--- config.mk ---
export PLATFORM = sky130hd
export DESIGN_NAME = binary_to_decimal_ascii_digits_top
export DESIGN_NICKNAME = d
export VERILOG_FILES = /design/src/rtl/core/b2d_pkg.sv /design/src/rtl/core/binary_to_decimal_ascii_digits_top.sv
export VERILOG_INCLUDE_DIRS = /design/src /design/src/rtl/core
export SDC_FILE = /design/constraint.sdc
export NUM_CORES = 1
export LEC_CHECK = 0
export ABC_AREA = 1
export BUFFER_PORTS_ARGS = -buffer_cell sky130_fd_sc_hd__buf_2
export CORE_MARGIN = 3
export CORE_UTILIZATION = 50
export CTS_CLUSTER_SIZE = 14
export DETAILED_ROUTE_END_ITERATION = 8
export PLACE_DENSITY = 0.66
export SLEW_MARGIN = 20
export SYNTH_ARGS = -nofsm -noshare
export SYNTH_HDL_FRONTEND = slang
export SYNTH_SLANG_ARGS = --single-unit
--- constraint.sdc ---
create_clock -name clk -period 12.4 [get_ports clk]
set_clock_uncertainty 0.15 [all_clocks]
set_input_delay 1.24 -clock clk [delete_from_list [all_inputs] [get_ports clk]]
set_output_delay 1.24 -clock clk [all_outputs]
set_load 0.03 [all_outputs]
--- src/rtl/core/assert_macros.svh ---
// Assertion helpers for the RTL files.
`ifndef ASSERT_MACROS_SVH
`define ASSERT_MACROS_SVH

// Clocked assertion on clk, disabled while rst is high.
`define ASSERT_CLK(label, prop, msg) \
  label: assert property (@(posedge clk) disable iff (rst) (prop)) else $error(msg);

// Clocked implication: when ante holds, cons must hold in the next cycle.
`define ASSERT_NEXT(label, ante, cons, msg) \
  label: assert property (@(posedge clk) disable iff (rst) (ante) |=> (cons)) else $error(msg);

`endif

--- src/rtl/core/b2d_pkg.sv ---
// ----------------------------------------------------------------------------
// b2d_pkg
// Constants shared by the binary to decimal ASCII digit converter.
// ----------------------------------------------------------------------------
package b2d_pkg;

  localparam int VALUE_W         = 32;
  localparam int CHAR_W          = 6;
  localparam int STEPS_PER_STAGE = 4;
  localparam int NUM_STAGES      = VALUE_W / STEPS_PER_STAGE;

  localparam logic [CHAR_W-1:0] ASCII_ZERO = 6'd48;

endpackage

--- src/rtl/core/binary_to_decimal_ascii_digits_top.sv ---
// ----------------------------------------------------------------------------
// binary_to_decimal_ascii_digits_top
// Converts a 32-bit unsigned value into ASCII decimal digits, one beat each.
// ----------------------------------------------------------------------------
// Usage:
//   The input channel (value, value_valid, value_ready) takes one 32-bit
//   unsigned value per beat. The output channel (digit_char, last_digit,
//   digit_valid, digit_ready) returns its decimal digits as ASCII codes,
//   most significant first, leading zeros suppressed, one digit per beat.
//   last_digit marks the final digit of a value. Zero yields a single '0'.
//   Only the MAX_DIGITS least significant decimal digits are kept.
// Pipeline and rate:
//   The double-dabble conversion runs in an 8-stage pipeline, four
//   shift-add-3 steps per stage, followed by the digit serializer. The
//   serializer gives one digit per cycle while digit_ready is high; a
//   value has 1 to 10 digits. The pipeline accepts a new value every
//   cycle while it has room.
// Reset and stalls:
//   Synchronous reset clears all valid bits and the serializer busy flag; data
//   registers are not cleared. When digit_ready is low, the serializer
//   holds its digit, the pipeline fills up stage by stage and value_ready
//   drops once every stage holds a value. Nothing is lost or repeated.
// ----------------------------------------------------------------------------
`include "assert_macros.svh"

module binary_to_decimal_ascii_digits_top #(
  parameter int MAX_DIGITS = 10
) (
  input  logic                         clk,
  input  logic                         rst,
  input  logic [b2d_pkg::VALUE_W-1:0]  value,
  input  logic                         value_valid,
  output logic                         value_ready,
  output logic [b2d_pkg::CHAR_W-1:0]   digit_char,
  output logic                         last_digit,
  output logic                         digit_valid,
  input  logic                         digit_ready
);

  localparam int BCD_W = 4 * MAX_DIGITS;
  localparam int POS_W = (MAX_DIGITS > 1) ? $clog2(MAX_DIGITS) : 1;
  localparam int NS    = b2d_pkg::NUM_STAGES;
  localparam int VW    = b2d_pkg::VALUE_W;

  // Pipeline registers: the BCD accumulator, the binary bits not yet
  // shifted in, and a valid bit per stage.
  logic [BCD_W-1:0] bcd_q [NS];
  logic [VW-1:0]    bin_q [NS];
  logic [NS-1:0]    valid_q;
  logic [NS:0]      en;

  // Serializer registers.
  logic [BCD_W-1:0] hold;
  logic [POS_W-1:0] pos;
  logic             busy;
  logic             ser_take;
  logic [POS_W-1:0] msd;
  logic [3:0]       cur_digit;

  // A stage moves when it is empty or its successor moves too.
  always_comb begin
    en[NS] = ser_take;
    for (int s = NS - 1; s >= 0; s--) begin
      en[s] = !valid_q[s] || en[s+1];
    end
  end

  assign value_ready = en[0];

  genvar gs;
  generate
    for (gs = 0; gs < NS; gs++) begin : g_stage
      logic [BCD_W-1:0] in_bcd;
      logic [VW-1:0]    in_bin;
      logic             in_valid;
      logic [BCD_W-1:0] bcd_next;
      logic [VW-1:0]    bin_next;

      if (gs == 0) begin : g_first
        assign in_bcd   = '0;
        assign in_bin   = value;
        assign in_valid = value_valid;
      end else begin : g_rest
        assign in_bcd   = bcd_q[gs-1];
        assign in_bin   = bin_q[gs-1];
        assign in_valid = valid_q[gs-1];
      end

      // Four shift-add-3 steps: digits of five or more get three added,
      // then the next binary bit shifts in at the bottom.
      always_comb begin
        bcd_next = in_bcd;
        bin_next = in_bin;
        for (int t = 0; t < b2d_pkg::STEPS_PER_STAGE; t++) begin
          for (int d = 0; d < MAX_DIGITS; d++) begin
            if (bcd_next[4*d +: 4] >= 4'd5) begin
              bcd_next[4*d +: 4] = bcd_next[4*d +: 4] + 4'd3;
            end
          end
          bcd_next = {bcd_next[BCD_W-2:0], bin_next[VW-1]};
          bin_next = {bin_next[VW-2:0], 1'b0};
        end
      end

      always_ff @(posedge clk) begin
        if (rst) begin
          valid_q[gs] <= 1'b0;
        end else if (en[gs]) begin
          valid_q[gs] <= in_valid;
        end
        if (en[gs]) begin
          bcd_q[gs] <= bcd_next;
          bin_q[gs] <= bin_next;
        end
      end
    end
  endgenerate

  // Most significant nonzero digit; zero when all digits are zero.
  always_comb begin
    msd = '0;
    for (int d = 0; d < MAX_DIGITS; d++) begin
      if (bcd_q[NS-1][4*d +: 4] != 4'd0) begin
        msd = POS_W'(d);
      end
    end
  end

  // The serializer takes a new word when idle or on its final beat.
  assign ser_take = !busy || (digit_ready && (pos == '0));

  always_ff @(posedge clk) begin
    if (rst) begin
      busy <= 1'b0;
    end else if (ser_take) begin
      busy <= valid_q[NS-1];
    end
    if (ser_take) begin
      hold <= bcd_q[NS-1];
      pos  <= msd;
    end else if (digit_ready) begin
      pos <= pos - 1'b1;
    end
  end

  assign cur_digit   = hold[4*pos +: 4];
  assign digit_valid = busy;
  assign last_digit  = (pos == '0);
  assign digit_char  = b2d_pkg::ASCII_ZERO +
                       ((cur_digit > 4'd9) ? 6'd0 : {2'b00, cur_digit});

  // A digit beat that is not the last keeps the serializer busy.
  `ASSERT_NEXT(a_busy_holds, busy && digit_ready && (pos != '0), busy, "serializer dropped a value")
  // The digit position never leaves the digit register.
  `ASSERT_CLK(a_pos_range, !busy || (32'(pos) < MAX_DIGITS), "digit position out of range")
  // While stalled, the digit position stays put.
  `ASSERT_NEXT(a_pos_stall, busy && !digit_ready, $stable(pos) && busy, "digit moved during stall")

endmodule

# Yosys cells after proc, flatten, opt, wreduce, memory -nomap -nowiden
# Memories as Yosys holds them, arrays and structs flattened.
# Cells that the tools add are included.
# W data, S select, Z words.
# totals
ram_bits,544
memories,2
reg_bits,53
wordCells,933
# mem_list
memory,words,width,read_ports,rd_clocked_by_memory_dff,write_ports,line_no,source
bcd_q,8,40,8,0,8,binary_to_decimal_ascii_digits_top.sv:47,logic [BCD_W-1:0] bcd_q [NS];
bin_q,8,28,7,0,8,binary_to_decimal_ascii_digits_top.sv:48,logic [VW-1:0] bin_q [NS];
# op_classes
n_addsub,288
mux,314
shifts,1
magnitude_cmp,287
n_reduce_logical,30
# op_table
op,count
$ge A4 B3 Y1 const B,283
$mux W4,269
$add A4 B2 Y4 const B,255
$add A3 B2 Y3 const B,28
$mux W3,28
$shiftx A40 B7 Y4,1
$reduce_bool A4 Y1,9
$mux W1,17
$add A1 B2 Y3 const B,3
$ge A1 B3 Y1 const B,3
$logic_not A1 Y1,9
$logic_or A1 B1 Y1,9
$add A5 B5 Y6 const A,1
$gt A4 B4 Y1 const B,1
$logic_not A4 Y1,1
$sub A4 B1 Y4 const B,1
$reduce_bool A2 Y1,1
$logic_and A1 B1 Y1,1

# Depth between registers and ports, before layout
# Gate-level depths: netlist (run 1).
# logic_depth
ltp_word,13
mapped_depth,27
depth_no_buf,27

# Worst setup path after synthesis (run 1)
# No wires, ideal clock.
# synth_timing
path_kind,flip-flop to output port
start,reg pos[0]
end,out value_ready
slack_ns,3.743
arrival_ns,7.267
stages_incl_launch_ff,19
required_time_ns,11.010
path_buffers,2
path_cell_list,edfxtp_1 inv_1 clkbuf_1 buf_1 ha_1 inv_1 nor3_1 o21ai_2 inv_2 nor2_1 inv_1 nor2_1 inv_2 nor2_2 nand2_1 nor2_1 nand2_1 nor2_2 nand2_1
# synth_between
elab_chain_cells,11
# synth_lines
item,line_no,source
"start, declared",binary_to_decimal_ascii_digits_top.sv:54,logic [POS_W-1:0] pos;
"start signal, assigned",binary_to_decimal_ascii_digits_top.sv:140,pos <= msd;
"start signal, assigned",binary_to_decimal_ascii_digits_top.sv:142,pos <= pos - 1'b1;
$logic_not A4 Y1,n/a,
via last_digit,binary_to_decimal_ascii_digits_top.sv:35,"output logic last_digit,"
$logic_and A1 B1 Y1,binary_to_decimal_ascii_digits_top.sv:130,assign ser_take = !busy || (digit_ready && (pos == '0));
$logic_or A1 B1 Y1,binary_to_decimal_ascii_digits_top.sv:130,
$logic_or A1 B1 Y1,binary_to_decimal_ascii_digits_top.sv:64,en[s] = !valid_q[s] || en[s+1];
via en[7],binary_to_decimal_ascii_digits_top.sv:50,logic [NS:0] en;
$logic_or A1 B1 Y1,binary_to_decimal_ascii_digits_top.sv:64,
via en[6],binary_to_decimal_ascii_digits_top.sv:50,
$logic_or A1 B1 Y1 (2 in a row),binary_to_decimal_ascii_digits_top.sv:64,
via en[4],binary_to_decimal_ascii_digits_top.sv:50,
$logic_or A1 B1 Y1 (2 in a row),binary_to_decimal_ascii_digits_top.sv:64,
via en[2],binary_to_decimal_ascii_digits_top.sv:50,
$logic_or A1 B1 Y1 (2 in a row),binary_to_decimal_ascii_digits_top.sv:64,
"end, declared",binary_to_decimal_ascii_digits_top.sv:33,"output logic value_ready,"
# The timed path passes the listed nets, and every way through them passes these cells.

# Worst setup path after layout (run 1)
# layout_timing
start,reg pos[0]
end,out value_ready
# layout_between
elab_chain_cells,11
# layout_lines
item,line_no
$logic_not A4 Y1,binary_to_decimal_ascii_digits_top.sv:130
$logic_and A1 B1 Y1,binary_to_decimal_ascii_digits_top.sv:130
$logic_or A1 B1 Y1,binary_to_decimal_ascii_digits_top.sv:130
$logic_or A1 B1 Y1,binary_to_decimal_ascii_digits_top.sv:64
via en[7],binary_to_decimal_ascii_digits_top.sv:50
$logic_or A1 B1 Y1,binary_to_decimal_ascii_digits_top.sv:64
via en[6],binary_to_decimal_ascii_digits_top.sv:50
$logic_or A1 B1 Y1 (2 in a row),binary_to_decimal_ascii_digits_top.sv:64
via en[4],binary_to_decimal_ascii_digits_top.sv:50
$logic_or A1 B1 Y1 (2 in a row),binary_to_decimal_ascii_digits_top.sv:64
via en[2],binary_to_decimal_ascii_digits_top.sv:50
$logic_or A1 B1 Y1 (2 in a row),binary_to_decimal_ascii_digits_top.sv:64
# The timed path passes the listed nets, and every way through them passes these cells.

==> results.yml, run 1 <==
sta:
  worst_pin_slew_ps: 885
  finalMaxSlewViolations: 0
  max_freq_ghz: 0.133
  min_period_ps: 7490
  rsz0062_at_grt: "no"
  setup_slack_ps: 4910
  setup_tns_ps: 0
  finalCritPeriodShare_pct: 60.4
  finalHoldViolations: 0
  setup-violations-final: 0
  slew_headroom_pct: 40.9
  hold_slack_ps: 262
setup_path:
  crit_fanout: 46
  critPathBufInv: 9
  startpoint_type: "flop"
  critPathMaxStageDelay_ps: 660
  crit_cells: 20
  critical_path_required_ps: 11010
  slowest_stage: "inv_2"
  critPathArrivalTime_ps: 6100
  r2r-start: "pos[0]$_DFFE_PP_"
  path_delay_family: "buffers and inverters"
  rr_endpoint: "bcd_q[0][43]$_DFFE_PP_"
  worst_setup_path_end_kind: "output pin"
  crit_end: "value_ready"
  critPathKind: "reg -> out"
  path_cells: "inv_1 > ha_1 > inv_1 > nor3_1 > o21ai_2 > inv_2 > nor2_1 > inv_1 > nor2_1 > inv_2 > nor2_2 > nand2_1 > buf_4 > nor2_1 > nand2_1 > buf_4 > nor2_2 > nand2_1 > buf_4 > buf_2"
  r2r_slack_ps: 6360
  critPathLaunch: "pos[0]$_DFFE_PP_"
  worstRegToRegCells: 19
global_route:
  grt_overflow: 0
  track_usage_pct: 15.8
  antenna_found_initial: 0
  grt_pass1_vias: 18700
  grt_max_degree: 47
  grt_pass1_wl_mm: 75.7
finish:
  drive_gt1_share_pct: 10.3
  fin_area_mm2: 0.0285
  multiInputGateArea_mm2: 0.0133
  seqCellArea_mm2: 0.0104
  layout_common_cells: "1208 x nand2_1, 603 x inv_1, 366 x nand3_1, 341 x edfxtp_1, 145 x ha_1"
  fin_nets: 3733
  fillers: 4837
  area_growth_pct: 9.09
  final_common_cell: "nand2_1"
  n_antenna_cell: 0
yosys:
  syn_area_mm2: 0.0261
  ys_seq_elements: 350
  synth_cell_types: 50
  yosysTopAreaCellShare_pct: 39.2
  yosysWarnings: 0
  avgSynthCellArea_um2: 7.52
  synth_top_area_cell: "edfxtp_1"
  ys_seq_area_share_pct: 39.9
  syn_inst: 3469
  synth_flop_cell: "edfxtp_1"
  synth_area_leaders: "edfxtp_1 39%, nand2_1 17%, inv_1 8.7%, nand3_1 7.0%, ha_1 7.0%"
  synthArstFlopShare_pct: 0
  synth-edff-count: 341
die:
  initial_core_util_pct: 50.7
  die-area_mm2: 0.0550
  die_h_um: 234
  pin_count: 45
  die_x_um: 234
  fp.coreArea_mm2: 0.0515
  fp-row-count: 83
clocking:
  cts_buffers: 39
  cts_root_buf: "clkbuf_16"
  clkTransAtPathRegs_ps: 60
  cts_sinks: 350
  clockBufferDepth: 3
  h-tree-depth: 2
  tritoncts: "built"
  cts.hold.buffers_added: 0
  ctsResizeCount: 0
  insertion_delay_ps: 560
  cts_setup_buffers: 0
placement:
  dp_slack_ps: 5410
  dp_hpwl_mm: 33.7
  placed_area_mm2: 0.0272
  place_congestion: 0.821
  port_buffers: 42
route:
  drt-total-wl_mm: 42.7
  first_pass_iters: 5
  vias: 20700
  vias_per_cell: 4.85
  final_antenna_net_count: 0
  drc: 0
  avgRoutedWirePerCell_um: 10.0
  initialDrtViolationCount: 821
status:
  status: "finished, final reports clean"
job:
  cap_violations: 0
min_path:
  min_path_type: "reg -> reg"
area by class of cell:
class                   count  share of cell area [%]
clock buffers              48                    3.62
clock inverters            24                   0.919
inverters                 620                    8.19
multi-input cells        2492                    46.8
flip-flops and latches    350                    36.6
well taps                 680                    2.99
repair buffers             49                   0.923
how the worst min path moves through the flow:
stage / startpoint / endpoint / cells past startpoint
after global placement: bin_q[3][20]$_DFFE_PP_ / bin_q[4][24]$_DFFE_PP_ / 0
after floorplan: bin_q[2][24]$_DFFE_PP_ / bcd_q[0][120]$_DFFE_PP_ / 0
after global routing: bin_q[2][10]$_DFFE_PP_ / bin_q[3][14]$_DFFE_PP_ / 0
after detailed placement: bin_q[4][24]$_DFFE_PP_ / bcd_q[1][40]$_DFFE_PP_ / 0
final: bin_q[1][17]$_DFFE_PP_ / bin_q[2][21]$_DFFE_PP_ / 0
after CTS: bin_q[0][16]$_DFFE_PP_ / bin_q[1][20]$_DFFE_PP_ / 0
cells by family (layout without fill, tap and decap cells):
group	after synthesis	after routing	synth area share [%]
other	1	2	0.0144
AND/OR/NAND/NOR	1987	1987	34.7
adder cells (fa/ha/maj)	145	145	6.95
flip-flops	350	350	39.9
AO/OA/AOI/OAI	275	275	6.19
XOR/XNOR	83	83	3.16
buffers and inverters	628	741	9.08
routing by layer:
| metal | vias up | global-route usage [%] | share of wire, % |
|---|---|---|---|
| met2 | 128 | 30.2 | 50 |
| met4 | 0 | 4.03 | 1.8 |
| met3 | 51 | 2.36 | 2.6 |
| li1 | 11500 | - | - |
| met1 | 9025 | 18.5 | 46 |
| met5 | - | 0 | 0 |
cell usage after synthesis, types with 51 or more instances:
cell type	n
a21oi_1	51
xor2_1	61
o21ai_1	59
nor2_1	67
nand2_1	1208
edfxtp_1	341
ha_1	145
inv_1	603
nand2_2	135
nand3_2	57
nand4_1	99
nand3_1	366
o21ai_0	86
metrics by stage:
stage | utilization (%) | instances
2_1_floorplan | - | 3470
3_3_place_gp | 52.8 | 4191
3_5_place_dp | 52.8 | 4191
4_1_cts | 55.3 | 4263
5_1_grt | 55.3 | 4263
6_report | 55.3 | 4263
state kept, by name, indices dropped and copies added, names as in the netlist:
register and count:
bcd_q 185, bin_q 112, hold 40, g_stage.in_valid 7, pos 4, digit_valid 1, valid_q 1
Power of run 1 is not shown: default switching activity piles up to over one toggle a cycle in this logic, so the estimate is an artifact.
==> run 2: changes to the inputs <==
--- a/config.mk
+++ b/config.mk
@@ -12,7 +12,7 @@
 export CORE_UTILIZATION = 50
 export CTS_CLUSTER_SIZE = 14
 export DETAILED_ROUTE_END_ITERATION = 8
-export PLACE_DENSITY = 0.66
+export PLACE_DENSITY = 0.68
 export SLEW_MARGIN = 20
 export SYNTH_ARGS = -nofsm -noshare
 export SYNTH_HDL_FRONTEND = slang
==> constraint.sdc (replaced) <==
create_clock -name clk -period 6.58 [get_ports clk]
set_clock_uncertainty 0.15 [all_clocks]
set_input_delay 0.658 -clock clk [delete_from_list [all_inputs] [get_ports clk]]
set_output_delay 0.658 -clock clk [all_outputs]
set_load 0.03 [all_outputs]
==> run 2 against run 1 <==
  * Critical path depth fell by 2
  * Final area rose by 0.55%
  * Routed wire length fell by 1.1%
  * Critical endpoint unchanged
  * Final cell count rose by 0.12%
  * Die area did not move
  * Global-route usage fell by 0.078 points
  * First-iteration DRC count fell by 0.49%
  * Register-to-register slack got worse by 4300 ps
  * Worst setup slack got worse by 4000 ps
  * Non-clock buffer count rose by 1
  * Count of clock-buffer cells in the layout rose by 2
  * Core utilization rose by 0.30 points
==> results.yml, run 2 (synthesized netlist as in run 1, its figures left out) <==
placement:
  port_buffers: 42
  dp_hpwl_mm: 33.1
  place_congestion: 0.816
  dp_slack_ps: 1520
global_route:
  grt_pass1_vias: 18500
  grt_overflow: 0
  grt_pass1_wl_mm: 75.1
  track_usage_pct: 15.8
  grt_max_degree: 46
  antenna_found_initial: 0
clocking:
  cts_sinks: 350
  clockBufferDepth: 3
  cts_buffers: 41
  cts_setup_buffers: 0
  h-tree-depth: 2
  clkTransAtPathRegs_ps: 60
  ctsResizeCount: 0
  cts_root_buf: "clkbuf_16"
  cts.hold.buffers_added: 0
  tritoncts: "built"
  insertion_delay_ps: 590
min_path:
  hp-start: "value[17]"
  min_path_type: "in -> reg"
die:
  die-area_mm2: 0.0550
  pin_count: 45
  initial_core_util_pct: 50.7
  die_x_um: 234
  fp-row-count: 83
  die_h_um: 234
  fp.coreArea_mm2: 0.0515
sta:
  setup_slack_ps: 914
  max_freq_ghz: 0.177
  finalHoldViolations: 0
  slew_headroom_pct: 46.7
  finalCritPeriodShare_pct: 86.1
  min_period_ps: 5670
  setup-violations-final: 0
  finalMaxSlewViolations: 0
  setup_tns_ps: 0
  worst_pin_slew_ps: 797
  rsz0062_at_grt: "no"
route:
  drt-total-wl_mm: 42.3
  final_antenna_net_count: 0
  vias: 20700
  first_pass_iters: 5
  avgRoutedWirePerCell_um: 9.91
  initialDrtViolationCount: 817
  vias_per_cell: 4.85
  drc: 0
setup_path:
  critPathLaunch: "pos[0]$_DFFE_PP_"
  critPathBufInv: 7
  worst_setup_path_end_kind: "output pin"
  critical_path_required_ps: 5770
  startpoint_type: "flop"
  path_cells: "inv_1 > ha_1 > inv_1 > nor3_2 > o21ai_2 > inv_2 > nor2_1 > clkinvlp_4 > buf_4 > nor2_1 > inv_2 > nor2_2 > nand2_2 > nor2_1 > nand2_2 > nor2_2 > nand2_2 > buf_2"
  r2r-start: "pos[0]$_DFFE_PP_"
  critPathKind: "reg -> out"
  critPathMaxStageDelay_ps: 760
  slowest_stage: "edfxtp_1"
  path_delay_family: "simple AND/OR/NAND/NOR gates"
  critPathArrivalTime_ps: 4860
  r2r_slack_ps: 2100
  crit_fanout: 42
finish:
  layout_common_cells: "1205 x nand2_1, 602 x inv_1, 366 x nand3_1, 341 x edfxtp_1, 145 x ha_1"
  area_growth_pct: 9.69
  fin_nets: 3736
  final_common_cell: "nand2_1"
  drive_gt1_share_pct: 10.6
  reg.largest.list: "bcd_q: 185 flops, bin_q: 112 flops, hold: 40 flops"
  largest_reg_flops: 185
  n_antenna_cell: 0
  largest_register: "bcd_q"
job:
  cap_violations: 0
status:
  status: "finished, final reports clean"
-- run 2: cell types whose count changed in the layout (fill, tap and decap cells not counted), sizes merged --
| cell | before | now |
|---|---|---|
| clkinvlp | 4 | 7 |
| clkinv | 18 | 17 |
| clkbuf | 48 | 50 |
| buf | 49 | 50 |
| inv | 619 | 618 |
| bufinv | 3 | 4 |
-- run 2: metrics by stage --
stage | cells | cell area (um2) | utilization [%] | hold slack (ps)
after floorplan | 3470 | 26100 | - | 250
after CTS | 4268 | 28600 | 55.6 | 43.1
after detailed placement | 4192 | 27200 | 52.8 | 255
after global placement | 4192 | 27200 | 52.8 | 252
after global routing | 4268 | 28600 | 55.6 | 55.5
final | 4268 | 28600 | 55.6 | 88.7
-- run 2: worst reg2reg max path: cells and delay by family, from the launching register on --
| family | cells | cell delay [ps] |
|---|---|---|
| buffers and inverters | 6 | 1070 |
| and+or+nand+nor | 9 | 1560 |
| adders and majority gates | 1 | 360 |
| DFF | 1 | 760 |
| AOI/OAI and AO/OA | 1 | 180 |
-- run 2: final timing paths --
kind / end / cells after the start
max: value_ready / 18
min: bin_q[0][17]$_DFFE_PP_ / 1
max reg2reg: bin_q[0][23]$_DFFE_PP_ / 17
min reg2reg: bin_q[2][10]$_DFFE_PP_ / 0
-- run 2: routing by layer --
layer	share of wire [%]	GRT usage (%)	vias up
li1	-	-	11500
met1	45	18.0	8990
met2	51	30.3	158
met3	2.5	2.26	64
met4	2.2	4.70	0
met5	0	0	-
-- run 2: area by class of cell --
class | instances | area [um2]
Inverter | 620 | 2340
Fill cell | 4871 | 22900
Multi-Input combinational cell | 2492 | 13300
Clock inverter | 26 | 344
Tap cell | 680 | 851
Timing Repair Buffer | 50 | 270
Clock buffer | 50 | 1080
Sequential cell | 350 | 10400
Power of run 2 is left out for the same reason.
